### src/rtl/vas_pkg.sv
// Shared types, constants and helpers for the voice allocator.
// Used by vas_engine, the top level and the bench; no dependencies of its own.
package vas_pkg;

  localparam int NUM_VOICES = 4;
  localparam int IDX_W      = (NUM_VOICES > 1) ? $clog2(NUM_VOICES) : 1;
  localparam int CNT_W      = $clog2(NUM_VOICES + 1);
  localparam int AGE_W      = 32;
  localparam int ENT_W      = AGE_W + 1;  // {in_use, age}
  localparam int SLOT_W     = 2;
  localparam int VST_W      = 3;
  localparam int VC_W       = 3;

  localparam logic REG_VOICE_COUNT = 1'b0;

  typedef enum logic [1:0] {
    OP_TICK   = 2'd0,
    OP_ALLOC  = 2'd1,
    OP_REPORT = 2'd2,
    OP_NONE   = 2'd3
  } op_e;

  typedef enum logic [2:0] {
    ST_IDLE,
    ST_SCAN,
    ST_FETCH,
    ST_WRITE,
    ST_DONE
  } fsm_e;

  typedef struct packed {
    logic             clear;
    logic [CNT_W-1:0] count;
  } pool_cfg_t;

  typedef struct packed {
    logic [SLOT_W-1:0] granted;
    logic              grant_valid;
    logic              stole;
    logic              any_playing;
  } res_t;

  localparam logic [VST_W-1:0] VS_FREE    = 3'd0;
  localparam logic [VST_W-1:0] VS_STOPPED = 3'd7;

  function automatic logic is_idle(input logic [VST_W-1:0] st);
    return (st == VS_FREE) || (st == VS_STOPPED);
  endfunction

endpackage

### src/rtl/vas_ram.sv
// Generic single-write, single-read RAM with registered read data.
// No dependencies.
module vas_ram #(
  parameter int Width = 8,
  parameter int Depth = 4,
  localparam int AddrW = (Depth > 1) ? $clog2(Depth) : 1
) (
  input  logic             clk_i,
  input  logic             we_i,
  input  logic [AddrW-1:0] waddr_i,
  input  logic [Width-1:0] wdata_i,
  input  logic             re_i,
  input  logic [AddrW-1:0] raddr_i,
  output logic [Width-1:0] rdata_o
);

  logic [Width-1:0] mem_q [Depth];
  logic [Width-1:0] rdata_q;

  always_ff @(posedge clk_i) begin
    if (we_i) begin
      mem_q[waddr_i] <= wdata_i;
    end
    if (re_i) begin
      rdata_q <= mem_q[raddr_i];
    end
  end

  assign rdata_o = rdata_q;

endmodule

### src/rtl/vas_engine.sv
// Sequencer for the voice allocator: scans the slot RAM for ticks and steals,
// does read-modify-write of {in_use, age}, keeps per-slot playing flags.
// Depends on vas_pkg and vas_ram.
module vas_engine (
  input  logic                     clk_i,
  input  logic                     rst_ni,
  input  vas_pkg::pool_cfg_t       cfg_i,
  input  logic                     in_valid_i,
  output logic                     in_ready_o,
  input  vas_pkg::op_e             in_op_i,
  input  logic [vas_pkg::SLOT_W-1:0] in_slot_i,
  input  logic [vas_pkg::VST_W-1:0]  in_state_i,
  output logic                     res_valid_o,
  input  logic                     res_ready_i,
  output vas_pkg::res_t            res_o
);

  localparam int NV    = vas_pkg::NUM_VOICES;
  localparam int IDX_W = vas_pkg::IDX_W;
  localparam int CNT_W = vas_pkg::CNT_W;
  localparam int AGE_W = vas_pkg::AGE_W;
  localparam int ENT_W = vas_pkg::ENT_W;

  vas_pkg::fsm_e     state_q, state_d;
  vas_pkg::op_e      op_q, op_d;
  logic [CNT_W-1:0]  rd_cnt_q, rd_cnt_d;
  logic              rdv_q, rdv_d;
  logic [IDX_W-1:0]  rd_addr_q, rd_addr_d;
  logic [IDX_W-1:0]  best_q, best_d;
  logic [AGE_W-1:0]  best_age_q, best_age_d;
  logic              steal_q, steal_d;
  logic [NV-1:0]     play_q, play_d;
  logic [NV-1:0]     ent_val_q, ent_val_d;

  logic [CNT_W-1:0]  n;
  logic [NV-1:0]     pool_mask;
  logic [NV-1:0]     idle_vec;
  logic              any_idle;
  logic [IDX_W-1:0]  first_idle;
  logic              rd_issue;
  logic              scan_last;
  logic [IDX_W-1:0]  data_addr;
  logic [ENT_W-1:0]  eff;
  logic              eff_inuse;
  logic [AGE_W-1:0]  eff_age;
  logic [AGE_W-1:0]  age_inc;
  logic [ENT_W-1:0]  tick_wdata;
  logic [31:0]       best_ext;

  logic              ram_we, ram_re;
  logic [IDX_W-1:0]  ram_waddr, ram_raddr;
  logic [ENT_W-1:0]  ram_wdata, ram_rdata;

  assign n = cfg_i.count;

  always_comb begin
    for (int i = 0; i < NV; i++) begin
      pool_mask[i] = (n > CNT_W'(i));
    end
  end

  assign idle_vec = ~play_q & pool_mask;
  assign any_idle = |idle_vec;

  // lowest idle slot wins
  always_comb begin
    first_idle = '0;
    for (int i = NV - 1; i >= 0; i--) begin
      if (idle_vec[i]) begin
        first_idle = IDX_W'(i);
      end
    end
  end

  assign rd_issue  = (state_q == vas_pkg::ST_SCAN) && (rd_cnt_q < n);
  assign scan_last = rdv_q && (rd_addr_q == IDX_W'(n - CNT_W'(1)));

  // entries never written since the pool was prepared read as zero
  assign data_addr  = (state_q == vas_pkg::ST_WRITE) ? best_q : rd_addr_q;
  assign eff        = ent_val_q[data_addr] ? ram_rdata : '0;
  assign eff_inuse  = eff[AGE_W];
  assign eff_age    = eff[AGE_W-1:0];
  assign age_inc    = eff_age + AGE_W'(1);
  assign tick_wdata = (!play_q[rd_addr_q] && eff_inuse) ? '0 : {eff_inuse, age_inc};

  // next state
  always_comb begin
    state_d = state_q;
    unique case (state_q)
      vas_pkg::ST_IDLE: begin
        if (in_valid_i) begin
          unique case (in_op_i)
            vas_pkg::OP_TICK:   state_d = vas_pkg::ST_SCAN;
            vas_pkg::OP_ALLOC:  state_d = any_idle ? vas_pkg::ST_FETCH : vas_pkg::ST_SCAN;
            vas_pkg::OP_REPORT: state_d = vas_pkg::ST_DONE;
            vas_pkg::OP_NONE:   state_d = vas_pkg::ST_DONE;
          endcase
        end
      end
      vas_pkg::ST_SCAN: begin
        if (scan_last) begin
          state_d = (op_q == vas_pkg::OP_TICK) ? vas_pkg::ST_DONE : vas_pkg::ST_WRITE;
        end
      end
      vas_pkg::ST_FETCH: state_d = vas_pkg::ST_WRITE;
      vas_pkg::ST_WRITE: state_d = vas_pkg::ST_DONE;
      vas_pkg::ST_DONE: begin
        if (res_ready_i) begin
          state_d = vas_pkg::ST_IDLE;
        end
      end
      default: state_d = vas_pkg::ST_IDLE;
    endcase
  end

  // outputs: handshake and RAM controls
  always_comb begin
    in_ready_o  = (state_q == vas_pkg::ST_IDLE);
    res_valid_o = (state_q == vas_pkg::ST_DONE);
    ram_re      = rd_issue || (state_q == vas_pkg::ST_FETCH);
    ram_raddr   = (state_q == vas_pkg::ST_FETCH) ? best_q : rd_cnt_q[IDX_W-1:0];
    ram_we      = 1'b0;
    ram_waddr   = rd_addr_q;
    ram_wdata   = tick_wdata;
    unique case (state_q)
      vas_pkg::ST_SCAN: begin
        ram_we = rdv_q && (op_q == vas_pkg::OP_TICK);
      end
      vas_pkg::ST_WRITE: begin
        ram_we    = 1'b1;
        ram_waddr = best_q;
        ram_wdata = {1'b1, steal_q ? '0 : eff_age};
      end
      default: ram_we = 1'b0;
    endcase
  end

  // datapath next values
  always_comb begin
    op_d       = op_q;
    rd_cnt_d   = rd_cnt_q;
    rdv_d      = 1'b0;
    rd_addr_d  = rd_addr_q;
    best_d     = best_q;
    best_age_d = best_age_q;
    steal_d    = steal_q;
    play_d     = play_q;
    ent_val_d  = ent_val_q;
    unique case (state_q)
      vas_pkg::ST_IDLE: begin
        if (in_valid_i) begin
          op_d       = in_op_i;
          rd_cnt_d   = '0;
          steal_d    = (in_op_i == vas_pkg::OP_ALLOC) && !any_idle;
          best_d     = any_idle ? first_idle : '0;
          best_age_d = '0;
          if ((in_op_i == vas_pkg::OP_REPORT) && (32'(in_slot_i) < 32'(n))) begin
            play_d[IDX_W'(in_slot_i)] = !vas_pkg::is_idle(in_state_i);
          end
        end
      end
      vas_pkg::ST_SCAN: begin
        rdv_d = rd_issue;
        if (rd_issue) begin
          rd_addr_d = rd_cnt_q[IDX_W-1:0];
          rd_cnt_d  = rd_cnt_q + CNT_W'(1);
        end
        if (rdv_q) begin
          if (op_q == vas_pkg::OP_TICK) begin
            ent_val_d[rd_addr_q] = 1'b1;
          end else if (eff_age >= best_age_q) begin
            // ">=" lets the later slot win a tie
            best_d     = rd_addr_q;
            best_age_d = eff_age;
          end
        end
      end
      vas_pkg::ST_WRITE: begin
        ent_val_d[best_q] = 1'b1;
        if (steal_q) begin
          play_d[best_q] = 1'b0;
        end
      end
      default: rdv_d = 1'b0;
    endcase
    if (cfg_i.clear) begin
      play_d    = '0;
      ent_val_d = '0;
    end
  end

  always_ff @(posedge clk_i or negedge rst_ni) begin
    if (!rst_ni) begin
      state_q   <= vas_pkg::ST_IDLE;
      op_q      <= vas_pkg::OP_NONE;
      rd_cnt_q  <= '0;
      rdv_q     <= 1'b0;
      best_q    <= '0;
      steal_q   <= 1'b0;
      play_q    <= '0;
      ent_val_q <= '0;
    end else begin
      state_q   <= state_d;
      op_q      <= op_d;
      rd_cnt_q  <= rd_cnt_d;
      rdv_q     <= rdv_d;
      best_q    <= best_d;
      steal_q   <= steal_d;
      play_q    <= play_d;
      ent_val_q <= ent_val_d;
    end
  end

  always_ff @(posedge clk_i) begin
    rd_addr_q  <= rd_addr_d;
    best_age_q <= best_age_d;
  end

  vas_ram #(
    .Width(ENT_W),
    .Depth(NV)
  ) u_slot_ram (
    .clk_i  (clk_i),
    .we_i   (ram_we),
    .waddr_i(ram_waddr),
    .wdata_i(ram_wdata),
    .re_i   (ram_re),
    .raddr_i(ram_raddr),
    .rdata_o(ram_rdata)
  );

  assign best_ext          = 32'(best_q);
  assign res_o.grant_valid = (op_q == vas_pkg::OP_ALLOC);
  assign res_o.granted     = (op_q == vas_pkg::OP_ALLOC) ? best_ext[1:0] : '0;
  assign res_o.stole       = (op_q == vas_pkg::OP_ALLOC) && steal_q;
  assign res_o.any_playing = |(play_q & pool_mask);

endmodule

### src/rtl/voice_allocator_oldest_steal.sv
// Top level of the voice allocator: APB register, stream ports, result register.
// Depends on vas_pkg and vas_engine.
//
//  channel  | direction | handshake               | payload
//  s_axis   | in        | s_axis_tvalid/tready    | tuser: operation; tdata: slot, state
//  m_axis   | out       | m_axis_tvalid/tready    | tuser: grant_valid; tdata: grant info
//  apb      | in        | psel/penable (pready=1) | voice_count at address 0
//
// The engine takes one item at a time; a tick or a steal reads the RAM once
// per slot of the pool during the scan.
// Reset and a voice_count write clear the pool at once (per-entry valid bits).
// A result waits in the output register; the next beat is accepted meanwhile
// and held in the engine only if the output register is still full.
module voice_allocator_oldest_steal (
  input  logic        clk_i,
  input  logic        rst_ni,
  // APB
  input  logic        psel,
  input  logic        penable,
  input  logic        pwrite,
  input  logic [2:0]  paddr,
  input  logic [31:0] pwdata,
  output logic [31:0] prdata,
  output logic        pready,
  // input stream
  input  logic        s_axis_tvalid_i,
  output logic        s_axis_tready_o,
  input  logic [7:0]  s_axis_tdata_i,   // [1:0] slot_index, [4:2] voice_state, rest zero
  input  logic [1:0]  s_axis_tuser_i,   // [1:0] operation
  // result stream
  output logic        m_axis_tvalid_o,
  input  logic        m_axis_tready_i,
  output logic [7:0]  m_axis_tdata_o,   // [1:0] granted_slot, [2] stole_voice,
                                        // [3] any_playing, rest zero
  output logic        m_axis_tuser_o    // [0] grant_valid
);

  localparam int CNT_W = vas_pkg::CNT_W;

  logic [CNT_W-1:0]   cnt_q, cnt_d;
  logic               cfg_we;
  logic [2:0]         wr_cnt;
  vas_pkg::pool_cfg_t pool_cfg;

  logic               res_valid, res_ready;
  vas_pkg::res_t      res;
  logic               out_valid_q;
  vas_pkg::res_t      out_res_q;

  assign pready = 1'b1;
  assign cfg_we = psel && penable && pwrite && pready && (paddr[2] == vas_pkg::REG_VOICE_COUNT);
  assign wr_cnt = pwdata[vas_pkg::VC_W-1:0];

  // saturate the pool size into 1..NUM_VOICES
  always_comb begin
    cnt_d = cnt_q;
    if (cfg_we) begin
      if (wr_cnt == '0) begin
        cnt_d = CNT_W'(1);
      end else if (32'(wr_cnt) > vas_pkg::NUM_VOICES) begin
        cnt_d = CNT_W'(vas_pkg::NUM_VOICES);
      end else begin
        cnt_d = CNT_W'(wr_cnt);
      end
    end
  end

  always_ff @(posedge clk_i or negedge rst_ni) begin
    if (!rst_ni) begin
      cnt_q <= CNT_W'(vas_pkg::NUM_VOICES);
    end else begin
      cnt_q <= cnt_d;
    end
  end

  assign prdata = (paddr[2] == vas_pkg::REG_VOICE_COUNT) ? 32'(cnt_q) : '0;

  assign pool_cfg.clear = cfg_we;
  assign pool_cfg.count = cnt_q;

  vas_engine u_engine (
    .clk_i      (clk_i),
    .rst_ni     (rst_ni),
    .cfg_i      (pool_cfg),
    .in_valid_i (s_axis_tvalid_i),
    .in_ready_o (s_axis_tready_o),
    .in_op_i    (vas_pkg::op_e'(s_axis_tuser_i)),
    .in_slot_i  (s_axis_tdata_i[1:0]),
    .in_state_i (s_axis_tdata_i[4:2]),
    .res_valid_o(res_valid),
    .res_ready_i(res_ready),
    .res_o      (res)
  );

  assign res_ready = !out_valid_q || m_axis_tready_i;

  always_ff @(posedge clk_i or negedge rst_ni) begin
    if (!rst_ni) begin
      out_valid_q <= 1'b0;
    end else if (res_ready) begin
      out_valid_q <= res_valid;
    end
  end

  always_ff @(posedge clk_i) begin
    if (res_ready && res_valid) begin
      out_res_q <= res;
    end
  end

  assign m_axis_tvalid_o = out_valid_q;
  assign m_axis_tdata_o  = {4'b0, out_res_q.any_playing, out_res_q.stole, out_res_q.granted};
  assign m_axis_tuser_o  = out_res_q.grant_valid;

  // an accepted beat leaves the engine busy in the cycle after it
  a_busy_after_accept: assert property (@(posedge clk_i) disable iff (!rst_ni)
    s_axis_tvalid_i && s_axis_tready_o |=> !s_axis_tready_o)
    else $error("input accepted twice in a row");

  a_count_range: assert property (@(posedge clk_i) disable iff (!rst_ni)
    (cnt_q != '0) && (32'(cnt_q) <= vas_pkg::NUM_VOICES))
    else $error("pool size out of range");

  a_no_grant_fields: assert property (@(posedge clk_i) disable iff (!rst_ni)
    m_axis_tvalid_o && !m_axis_tuser_o |-> (m_axis_tdata_o[2:0] == 3'b000))
    else $error("grant fields set without a grant");

  a_single_slot_grant: assert property (@(posedge clk_i) disable iff (!rst_ni)
    m_axis_tvalid_o && m_axis_tuser_o && (cnt_q == CNT_W'(1)) |->
      (m_axis_tdata_o[1:0] == 2'b00))
    else $error("grant beyond a one-slot pool");

endmodule

### config.mk
export PLATFORM = sky130hd
export DESIGN_NAME = voice_allocator_oldest_steal
export DESIGN_NICKNAME = d
export VERILOG_FILES = /design/src/rtl/vas_pkg.sv /design/src/rtl/vas_ram.sv /design/src/rtl/vas_engine.sv /design/src/rtl/voice_allocator_oldest_steal.sv
export SDC_FILE = /design/constraint.sdc
export NUM_CORES = 1
export LEC_CHECK = 0
export CORE_MARGIN = 3
export CORE_UTILIZATION = 55
export DETAILED_ROUTE_END_ITERATION = 10
export DONT_BUFFER_PORTS = 1
export GPL_TIMING_DRIVEN = 0
export PLACE_DENSITY = 0.7
export SYNTH_ARGS = -nofsm -noshare
export SYNTH_HDL_FRONTEND = slang
export SYNTH_SLANG_ARGS = --single-unit
export TNS_END_PERCENT = 50
### constraint.sdc
create_clock -name clk_i -period 4.88 [get_ports clk_i]
set_input_delay 0.976 -clock clk_i [delete_from_list [all_inputs] [get_ports clk_i]]
set_output_delay 0.976 -clock clk_i [all_outputs]
set_load 0.005 [all_outputs]
==> results of run 1 <==
## cell usage in the layout (no fill, tap or decap), drive strengths merged, types with 6 or more instances in the layout
cell    Yosys  layout
or3         6       6
nor2b       7       7
edfxtp    204     204
mux2i      10      10
o21ai      53      53
o22ai       9       9
and2       47      47
nand4      22      22
a21o       11      11
clkbuf     32      62
and3       25      25
ha         39      39
inv        68      68
nand2b      8       8
conb        2      34
clkinv      0      10
nor2       57      57
a31oi      42      42
nor3       18      18
a21oi      31      31
a211oi     35      35
nand2     125     125
nand3      17      17
dfrtp      21      21
buf        49      57
## cell families after synthesis
family | count (synthesis) | synth area share (%)
flip-flops | 228 | 59.1
buffers and inverters | 149 | 6.33
AO/OA/AOI/OAI | 220 | 12.6
adder cells (fa/ha/maj) | 39 | 4.29
XOR/XNOR | 7 | 0.539
other | 2 | 0.0660
multiplexers | 16 | 1.64
AND/OR/NAND/NOR | 348 | 15.4
## cell type report
cell class / count / area [um2]
fillers: 1570 / 7090
flip-flops and latches: 228 / 6730
multi-input cells: 664 / 4110
clock buffers: 30 / 623
plain buffers: 80 / 464
well taps: 265 / 332
inverters: 68 / 259
repair buffers: 9 / 153
clock inverters: 14 / 146
repair inverters: 1 / 7.51
## critical path: stages (launching register included)
cell and delay [ns]:
sky130_fd_sc_hd__dfrtp_1 0.45, sky130_fd_sc_hd__and3b_1 0.24, sky130_fd_sc_hd__buf_6 0.14, sky130_fd_sc_hd__o21ai_4 0.27, sky130_fd_sc_hd__mux2_4 0.39, sky130_fd_sc_hd__buf_2 0.21
sky130_fd_sc_hd__clkbuf_4 0.27, sky130_fd_sc_hd__nand2_1 0.23, sky130_fd_sc_hd__inv_1 0.07, sky130_fd_sc_hd__ha_1 0.31, sky130_fd_sc_hd__a21o_1 0.18, sky130_fd_sc_hd__nand3_1 0.08
sky130_fd_sc_hd__a21oi_1 0.07, sky130_fd_sc_hd__a2111oi_2 0.42, sky130_fd_sc_hd__o2111ai_1 0.27, sky130_fd_sc_hd__o211ai_4 0.40, sky130_fd_sc_hd__clkinvlp_4 0.17, sky130_fd_sc_hd__buf_4 0.21
## cell usage after synthesis, types with 3 or more instances
cell / instances / area (um2)
sky130_fd_sc_hd__xor2_1: 4 / 35.0
sky130_fd_sc_hd__dfstp_2: 3 / 78.8
sky130_fd_sc_hd__edfxtp_1: 204 / 6130
sky130_fd_sc_hd__o22ai_1: 9 / 56.3
sky130_fd_sc_hd__ha_1: 39 / 488
sky130_fd_sc_hd__nor2_1: 57 / 214
sky130_fd_sc_hd__xnor2_1: 3 / 26.3
sky130_fd_sc_hd__a21boi_0: 3 / 22.5
sky130_fd_sc_hd__a21o_1: 11 / 82.6
sky130_fd_sc_hd__nand2b_1: 8 / 50.1
sky130_fd_sc_hd__o21bai_1: 3 / 22.5
sky130_fd_sc_hd__o21ai_1: 19 / 95.1
sky130_fd_sc_hd__nand2_1: 123 / 462
sky130_fd_sc_hd__dfrtp_1: 21 / 526
sky130_fd_sc_hd__or4_1: 3 / 22.5
sky130_fd_sc_hd__o31ai_1: 3 / 22.5
sky130_fd_sc_hd__nor2b_1: 7 / 43.8
sky130_fd_sc_hd__or3_1: 6 / 37.5
sky130_fd_sc_hd__buf_4: 38 / 285
sky130_fd_sc_hd__nor3_1: 14 / 70.1
sky130_fd_sc_hd__nand4_1: 21 / 131
sky130_fd_sc_hd__a211oi_1: 35 / 263
sky130_fd_sc_hd__a31oi_1: 42 / 263
sky130_fd_sc_hd__buf_2: 9 / 45.0
sky130_fd_sc_hd__and3_1: 25 / 156
sky130_fd_sc_hd__a21oi_1: 31 / 155
sky130_fd_sc_hd__a22oi_1: 3 / 22.5
sky130_fd_sc_hd__nor3_2: 3 / 30.0
sky130_fd_sc_hd__o21a_1: 5 / 37.5
sky130_fd_sc_hd__and2_1: 35 / 219
sky130_fd_sc_hd__clkbuf_1: 32 / 120
sky130_fd_sc_hd__inv_1: 67 / 251
sky130_fd_sc_hd__and2_0: 12 / 75.1
sky130_fd_sc_hd__mux2i_1: 9 / 90.1
sky130_fd_sc_hd__mux2_2: 3 / 33.8
sky130_fd_sc_hd__nand3_1: 17 / 85.1
sky130_fd_sc_hd__o21ai_0: 33 / 165
## metal layers
metal  global-route usage (%)  share of wire [%]  vias to the layer above
met4                     6.27                2.4                        0
met2                     36.3                 44                      345
met5                        0                  0                        -
li1                         -                  -                     3772
met3                     4.18                8.9                       40
met1                     37.1                 45                     3806
## power by group
part,internal [mW],total (mW),switching [mW]
Sequential,2.82,3.13,0.308
Clock,1.02,1.76,0.743
Combinational,0.934,2.89,1.96
## registers in the layout (all words and copies together), names as in the netlist, 2 cells and up
register,count
u_engine.u_slot_ram.mem_q,132
u_engine.best_age_q,32
u_engine.play_q,4
u_engine.rd_addr_q,2
u_engine.rd_cnt_q,3
m_axis_tdata_o,4
u_engine.state_q,3
u_engine.u_slot_ram.rdata_o,33
u_engine.ent_val_q,4
cnt_q,3
u_engine.op_q,2
u_engine.best_q,2
## how the worst max path moves through the flow
stage	end	slack, ns
finish	u_engine.best_age_q[29]	0.22
detailed placement	u_engine.best_age_q[25]	-0.46
global placement	u_engine.best_age_q[28]	-0.42
CTS	u_engine.best_age_q[13]	0.06
floorplan	u_engine.best_age_q[0]	0.72
global route	u_engine.best_age_q[28]	0.04
## per-stage QoR
step	TNS (ns)	util, %	total power [mW]	instances
2_1_floorplan	0	-	4.97	1041
3_3_place_gp	-20.87	59.4	5.86	1306
3_5_place_dp	-14.65	60.3	5.94	1311
4_1_cts	0	64.4	7.76	1359
5_1_grt	0	64.4	8.24	1359
6_report	0	64.4	7.78	1359
## repair_timing
action	4_1_cts	5_1_grt
pin swaps	0	1
setup buffers	4	0
gates cloned	1	0
setup endpoints to repair	32	34
resized for setup	4	2
==> results_tabular.tex, run 1 <==
\begin{tabular}{lr}
\hline
Metric & Value \\
\hline
\multicolumn{2}{l}{\textbf{Outcome}} \\
Status & complete, no violations \\
\multicolumn{2}{l}{\textbf{Logic synthesis}} \\
Cell area after synthesis & 11400 um2 \\
EDFF count, synth & 204 \\
Number of cells produced by synthesis & 1009 \\
Avg Inst Size Synth & 11.3 um2 \\
Share of the yosys chip area belonging to registers & 59.1\% \\
Distinct cells, synth & 76 \\
Synthesized flop and latch total & 228 \\
Yosys warnings & 0 \\
Fraction of registers with async set/reset & 10.5\% \\
Top flip-flop cell by instance count after synthesis & sky130\_fd\_sc\_hd\_\_edfxtp\_1 \\
\multicolumn{2}{l}{\textbf{Critical path}} \\
Reg-to-reg critical path endpoint & u\_engine.best\_age\_q[29] \\
Type of destination of the critical path & flop \\
R2R setup slack & 0.22 ns \\
Worst R2R Path Depth & 17 \\
Reg-to-reg startpoint & u\_engine.state\_q[1] \\
Required @ worst endpoint & 5.16 ns \\
Worst endpoint data arrival time & 4.94 ns \\
Critical path class & reg2reg \\
CP max FO & 19 \\
Kind of start point of the critical path & flop \\
Worst setup startpoint & u\_engine.state\_q[1] \\
\multicolumn{2}{l}{\textbf{Layout}} \\
Design area & 12800 um2 \\
Area added between synthesis and finish & 12.7\% \\
Final Net Count & 1167 \\
Proportion of layout cells with a drive suffix above 1 & 11.2\% \\
Final antenna diode count & 0 \\
\multicolumn{2}{l}{\textbf{Drt}} \\
Pre-Repair DR Iteration Count & 7 \\
Vias & 7963 \\
Post-detailed-routing wire length & 27100 um \\
Initial DRC count & 794 \\
Residual DRC count & 0 \\
Average wire per standard cell & 19.9 um \\
Remaining antenna violation count & 0 \\
Routed vias/inst & 5.86 \\
\multicolumn{2}{l}{\textbf{Floorplan}} \\
Die footprint & 22500 um2 \\
Top-level I/O count & 96 \\
Width of the chip & 150 um \\
Initial core utilization & 57.2\% \\
Core footprint & 19900 um2 \\
Die Span Y & 150 um \\
Row cnt & 51 \\
\multicolumn{2}{l}{\textbf{Global route}} \\
Total global-route track usage & 24.3\% \\
Via count of the first global-routing pass & 7414 \\
Initial antenna violation count & 0 \\
Pin count of the biggest net entering global routing & 34 \\
Global route total overflow & 0 \\
Global-route wire length before repair & 41800 um \\
\multicolumn{2}{l}{\textbf{Placed design}} \\
Post-Place Worst Slack & -0.459 ns \\
Detailed-placement wirelength estimate & 19100 um \\
Routability cong. & 0.971 \\
Count of input and output buffers & 0 \\
Cell area after placement & 12000 um2 \\
\multicolumn{2}{l}{\textbf{CTS}} \\
Hold bufs inserted after CTS & 0 \\
Cell at the root of the clock tree & sky130\_fd\_sc\_hd\_\_clkbuf\_16 \\
Clock tree from TritonCTS & built \\
Clk sinks & 228 \\
Buffer depth of the longest clock path & 3 \\
Reg clk slew, reported paths & 0.06 ns \\
Htree depth & 1 \\
Worst-skew pair later-pin latency & 0.53 ns \\
TritonCTS buffer count & 24 \\
\multicolumn{2}{l}{\textbf{Timing}} \\
Tightest Pin Transition & 0.958 ns \\
Setup-failing EPs final & 0 \\
Worst max-slew margin expressed relative to the limit & 35.9\% \\
Final clock skew & 0.0145 ns \\
Final hold violation count & 0 \\
Final critical delay including setup and external delays & 4.66 ns \\
Setup WS post-layout & 0.222 ns \\
Maximum frequency from static timing analysis & 215 MHz \\
Final count of pins violating max slew & 0 \\
Setup repair after global routing missed its margin & no \\
Hold WS & 0.133 ns \\
Share of the clock period used by the worst path & 95.5\% \\
\multicolumn{2}{l}{\textbf{Pwr}} \\
Leakage power & 5.07 nW \\
Peak supply drop & 378 uV \\
Cell Pwr Density & 607 nW/um2 \\
\multicolumn{2}{l}{\textbf{Job}} \\
Number of violations of the max-capacitance limit & 0 \\
\multicolumn{2}{l}{\textbf{Min path}} \\
Path class of the lowest-slack min-delay path & in2async \\
\hline
\end{tabular}
Note: power is estimated with default switching activity, not from simulation.
==> run 2, diff against run 1 <==
--- a/config.mk
+++ b/config.mk
@@ -5,6 +5,7 @@
 export SDC_FILE = /design/constraint.sdc
 export NUM_CORES = 1
 export LEC_CHECK = 0
+export ABC_AREA = 1
 export CORE_MARGIN = 3
 export CORE_UTILIZATION = 55
 export DETAILED_ROUTE_END_ITERATION = 10
==> run 2 against run 1 <==
Against the previous run:
- total power is 16% higher
- register-to-register slack better by 0.19 ns
- critical path depth is 8 higher
- cell count is 11% higher
- count of clock-buffer cells in the layout is 2 higher
- highest routed layer unchanged
- utilization is 1.7 points lower
- global-route usage is 0.30 points higher
- non-clock buffer count is 22 lower
- cell area is 0.37% lower
- area after synthesis is 0.82% higher
- largest power group is now combinational logic
- clock skew is 0.0050 ns lower
==> results_tabular.tex, run 2 <==
\begin{tabular}{lr}
\hline
Metric & Value \\
\hline
\multicolumn{2}{l}{\textbf{Layout}} \\
Area added between synthesis and finish & 11.3\% \\
Proportion of layout cells with a drive suffix above 1 & 10.4\% (-0.71 points) \\
Final antenna diode count & 0 (unchanged) \\
Leading cell types in the layout, fill and taps excluded & 204 x sky130\_fd\_sc\_hd\_\_edfxtp\_1, 188 x sky130\_fd\_sc\_hd\_\_nor2\_1, 165 x sky130\_fd\_sc\_hd\_\_nand2\_1, 131 x sky130\_fd\_sc\_hd\_\_inv\_1, 122 x sky130\_fd\_sc\_hd\_\_o21ai\_0 \\
Register name with the most flops & u\_engine.u\_slot\_ram.mem\_q \\
Final Net Count & 1319 (+13\%) \\
Flip-flop count of the largest register after layout & 132 (unchanged) \\
Non-Filler Instances & 1515 (+11\%) \\
Most common library cell in the layout ignoring fill and taps & sky130\_fd\_sc\_hd\_\_edfxtp\_1 \\
\multicolumn{2}{l}{\textbf{Placed design}} \\
Number of cells after detailed placement & 1471 (+12\%) \\
Routability cong. & 0.964 (-0.63\%) \\
Detailed-placement wirelength estimate & 20000 um (+4.5\%) \\
Count of input and output buffers & 0 (unchanged) \\
\multicolumn{2}{l}{\textbf{Pwr}} \\
Cell Pwr Density & 706 nW/um2 (+16\%) \\
Leakage power & 5.16 nW (+1.9\%) \\
Peak supply drop & 339 uV (-10\%) \\
\multicolumn{2}{l}{\textbf{CTS}} \\
Buffer depth of the longest clock path & 3 (unchanged) \\
Clk sinks & 228 (unchanged) \\
TritonCTS buffer count & 25 (+4.2\%) \\
Reg clk slew, reported paths & 0.06 ns (about the same) \\
Cell at the root of the clock tree & sky130\_fd\_sc\_hd\_\_clkbuf\_16 \\
Worst-skew pair later-pin latency & 0.54 ns (about the same) \\
Clock tree from TritonCTS & built \\
Post-CTS Setup Inserts & 0 (-4) \\
Htree depth & 1 (unchanged) \\
\multicolumn{2}{l}{\textbf{Logic synthesis}} \\
Share of the synthesized area in compound gates (AO/OA/AOI/OAI) & 10.3\% (-2.2 points) \\
Avg Inst Size Synth & 9.82 um2 (-13\%) \\
Synth top area cells & sky130\_fd\_sc\_hd\_\_edfxtp\_1 53\%, sky130\_fd\_sc\_hd\_\_nor2\_1 6.2\%, sky130\_fd\_sc\_hd\_\_nand2\_1 5.5\% \\
Synthesized-area fraction occupied by xor and xnor cells & 0.382\% (-0.16 points) \\
Post-synthesis simple-gate area fraction & 17.9\% (+2.4 points) \\
Combinational family with the most area after synthesis & simple AND/OR/NAND/NOR gates \\
Post-synthesis mux area share & 0.0872\% (-1.6 points) \\
Most frequent cell after synthesis & sky130\_fd\_sc\_hd\_\_edfxtp\_1 \\
Synth Area in Adders & 4.25\% (-0.035 points) \\
Commonest cells in the netlist & 204 x sky130\_fd\_sc\_hd\_\_edfxtp\_1, 190 x sky130\_fd\_sc\_hd\_\_nor2\_1, 167 x sky130\_fd\_sc\_hd\_\_nand2\_1 \\
Number of cells produced by synthesis & 1168 (+16\%) \\
Share of the yosys chip area belonging to registers & 58.7\% (-0.48 points) \\
Top-area cell type share of the netlist area & 53.4\% (-0.44 points) \\
Biggest area consumer among synthesized cells & sky130\_fd\_sc\_hd\_\_edfxtp\_1 \\
Synthesized flop and latch total & 228 (unchanged) \\
Yosys warnings & 0 (unchanged) \\
Fraction of registers with async set/reset & 10.5\% (unchanged) \\
Cell area after synthesis & 11500 um2 (+0.82\%) \\
EDFF count, synth & 204 (unchanged) \\
Distinct cells, synth & 51 (-33\%) \\
Top flip-flop cell by instance count after synthesis & sky130\_fd\_sc\_hd\_\_edfxtp\_1 \\
\multicolumn{2}{l}{\textbf{Floorplan}} \\
Die footprint & 22600 um2 (+0.80\%) \\
Row cnt & 52 (+2.0\%) \\
Core footprint & 20400 um2 (+2.3\%) \\
Initial core utilization & 56.3\% (-0.82 points) \\
Width of the chip & 150 um (+0.40\%) \\
Top-level I/O count & 96 (unchanged) \\
Die Span Y & 150 um (+0.40\%) \\
\multicolumn{2}{l}{\textbf{Drt}} \\
Remaining antenna violation count & 0 (unchanged) \\
Average wire per standard cell & 18.4 um (-7.5\%) \\
Routed vias/inst & 5.47 (-6.6\%) \\
Pre-Repair DR Iteration Count & 7 (unchanged) \\
Post-detailed-routing wire length & 27900 um (+3.1\%) \\
Initial DRC count & 777 (-2.1\%) \\
Vias & 8292 (+4.1\%) \\
Residual DRC count & 0 (unchanged) \\
\multicolumn{2}{l}{\textbf{Outcome}} \\
Status & complete, no violations \\
\multicolumn{2}{l}{\textbf{Global route}} \\
Pin count of the biggest net entering global routing & 34 (unchanged) \\
Via count of the first global-routing pass & 7618 (+2.8\%) \\
Global route total overflow & 0 (unchanged) \\
Initial antenna violation count & 0 (unchanged) \\
Global-route wire length before repair & 42300 um (+1.1\%) \\
Total global-route track usage & 24.6\% (+0.30 points) \\
\multicolumn{2}{l}{\textbf{Timing}} \\
Maximum frequency from static timing analysis & 224 MHz (+4.2\%) \\
Total negative slack for setup checks & 0 ns (unchanged) \\
Final clock skew & 0.00949 ns (-0.00504 ns) \\
Final critical delay including setup and external delays & 4.47 ns (-0.189 ns) \\
Final count of pins violating max slew & 0 (unchanged) \\
Share of the clock period used by the worst path & 91.6\% (-3.9 points) \\
Final hold violation count & 0 (unchanged) \\
Setup-failing EPs final & 0 (unchanged) \\
Worst max-slew margin expressed relative to the limit & 21.1\% (-15 points) \\
Tightest Pin Transition & 1.17 ns (+0.213 ns) \\
Setup repair after global routing missed its margin & no \\
Hold WS & 0.132 ns (-0.00126 ns) \\
\multicolumn{2}{l}{\textbf{Critical path}} \\
Kind of start point of the critical path & flop \\
Required @ worst endpoint & 4.92 ns (-0.24 ns) \\
Type of destination of the critical path & flop \\
Cell type of the slowest stage on the worst timing path & sky130\_fd\_sc\_hd\_\_clkinvlp\_4 \\
Cell family contributing the most delay on the critical path & simple AND/OR/NAND/NOR gates \\
Count of buffering cells on the critical path with inverters included & 6 (unchanged) \\
Critical path class & reg2reg \\
Slowest cell delay on critical path & 0.60 ns (+0.15 ns) \\
Worst endpoint data arrival time & 4.51 ns (-0.43 ns) \\
Most repeated library cell on the critical path & sky130\_fd\_sc\_hd\_\_nand2\_1 \\
CP max FO & 32 (+13) \\
\multicolumn{2}{l}{\textbf{Job}} \\
Number of violations of the max-capacitance limit & 0 (unchanged) \\
\multicolumn{2}{l}{\textbf{Min path}} \\
Path class of the lowest-slack min-delay path & in2async \\
\hline
\end{tabular}
-- run 2: cell types whose count changed after synthesis, moves of 15 or more --
cell	previous run	this run
sky130_fd_sc_hd__nand3_1	17	52
sky130_fd_sc_hd__a31oi_1	42	1
sky130_fd_sc_hd__nand4_1	21	6
sky130_fd_sc_hd__and2_1	35	0
sky130_fd_sc_hd__o21ai_1	19	4
sky130_fd_sc_hd__o22ai_1	9	43
sky130_fd_sc_hd__o21ai_0	33	122
sky130_fd_sc_hd__inv_1	67	136
sky130_fd_sc_hd__a211oi_1	35	4
sky130_fd_sc_hd__and3_1	25	1
sky130_fd_sc_hd__nor2_1	57	190
sky130_fd_sc_hd__nand2_1	123	167
-- run 2: final timing paths --
kind,startpoint,endpoint,slack (ns),cells past startpoint
worst max-delay path,u_engine.state_q[2],u_engine.best_age_q[18],0.41,25
worst min-delay path,rst_ni,u_engine.rd_cnt_q[0],0.13,0
worst max register to register,u_engine.state_q[2],u_engine.best_age_q[18],0.41,25
worst min register to register,u_engine.op_q[0],u_engine.op_q[0],0.51,2
max in group asynchronous,rst_ni,u_engine.op_q[1],4.58,0
min in group clk_i,u_engine.op_q[0],u_engine.op_q[0],0.51,2
-- run 2: timing repair --
action	in CTS	in global routing
endpoints found under the hold margin	0	0
pin swaps	0	0
setup endpoints to repair	32	32
resized for setup	2	6
gates cloned	0	0
hold buffers	0	0
-- run 2: cell type report --
class	instances	area, um2
Buffer	66	418
Sequential cell	228	6730
Clock inverter	12	134
Tap cell	270	338
Multi-Input combinational cell	761	3920
Clock buffer	32	662
Timing Repair Buffer	1	20.0
Inverter	145	551
Fill cell	1714	7590
-- run 2: cells by family (layout without fill, tap and decap cells) --
| kind of cell | count (synthesis) | count (layout) |
|---|---|---|
| flops | 228 | 228 |
| xor+xnor | 5 | 5 |
| other cells | 2 | 34 |
| fa+ha+maj | 39 | 39 |
| buf+inv | 211 | 256 |
| simple gates | 467 | 467 |
| mux | 1 | 1 |
| compound gates | 215 | 215 |
-- run 2: metal layers --
| layer | global-route usage [%] | routed length, um | up-vias |
|---|---|---|---|
| met3 | 3.22 | 1890 | 55 |
| met2 | 38.7 | 12600 | 297 |
| met5 | 0 | 0 | - |
| li1 | - | - | 4039 |
| met4 | 7.23 | 772 | 0 |
| met1 | 36.1 | 12600 | 3901 |
-- run 2: where the power goes --
part           total [mW]  switching (mW)  leakage, nW  internal (mW)
Combinational        3.86            2.80         2.59           1.06
Sequential           3.33           0.230         2.19           3.10
Clock                1.83           0.763        0.380           1.07
Total                9.02            3.80         5.16           5.22
-- run 2: metrics by stage --
stage / instance area (um2) / power, mW / util [%] / setup slack, ns
after global routing: 12800 / 9.62 / 62.7 / 0.0425
final: 12800 / 9.02 / 62.7 / 0.410
after CTS: 12800 / 8.99 / 62.6 / 0.173
after floorplan: 11600 / 5.89 / - / 1.31
after detailed placement: 12000 / 7.14 / 58.7 / -0.0230
after global placement: 11900 / 7.05 / 58.6 / -0.0132
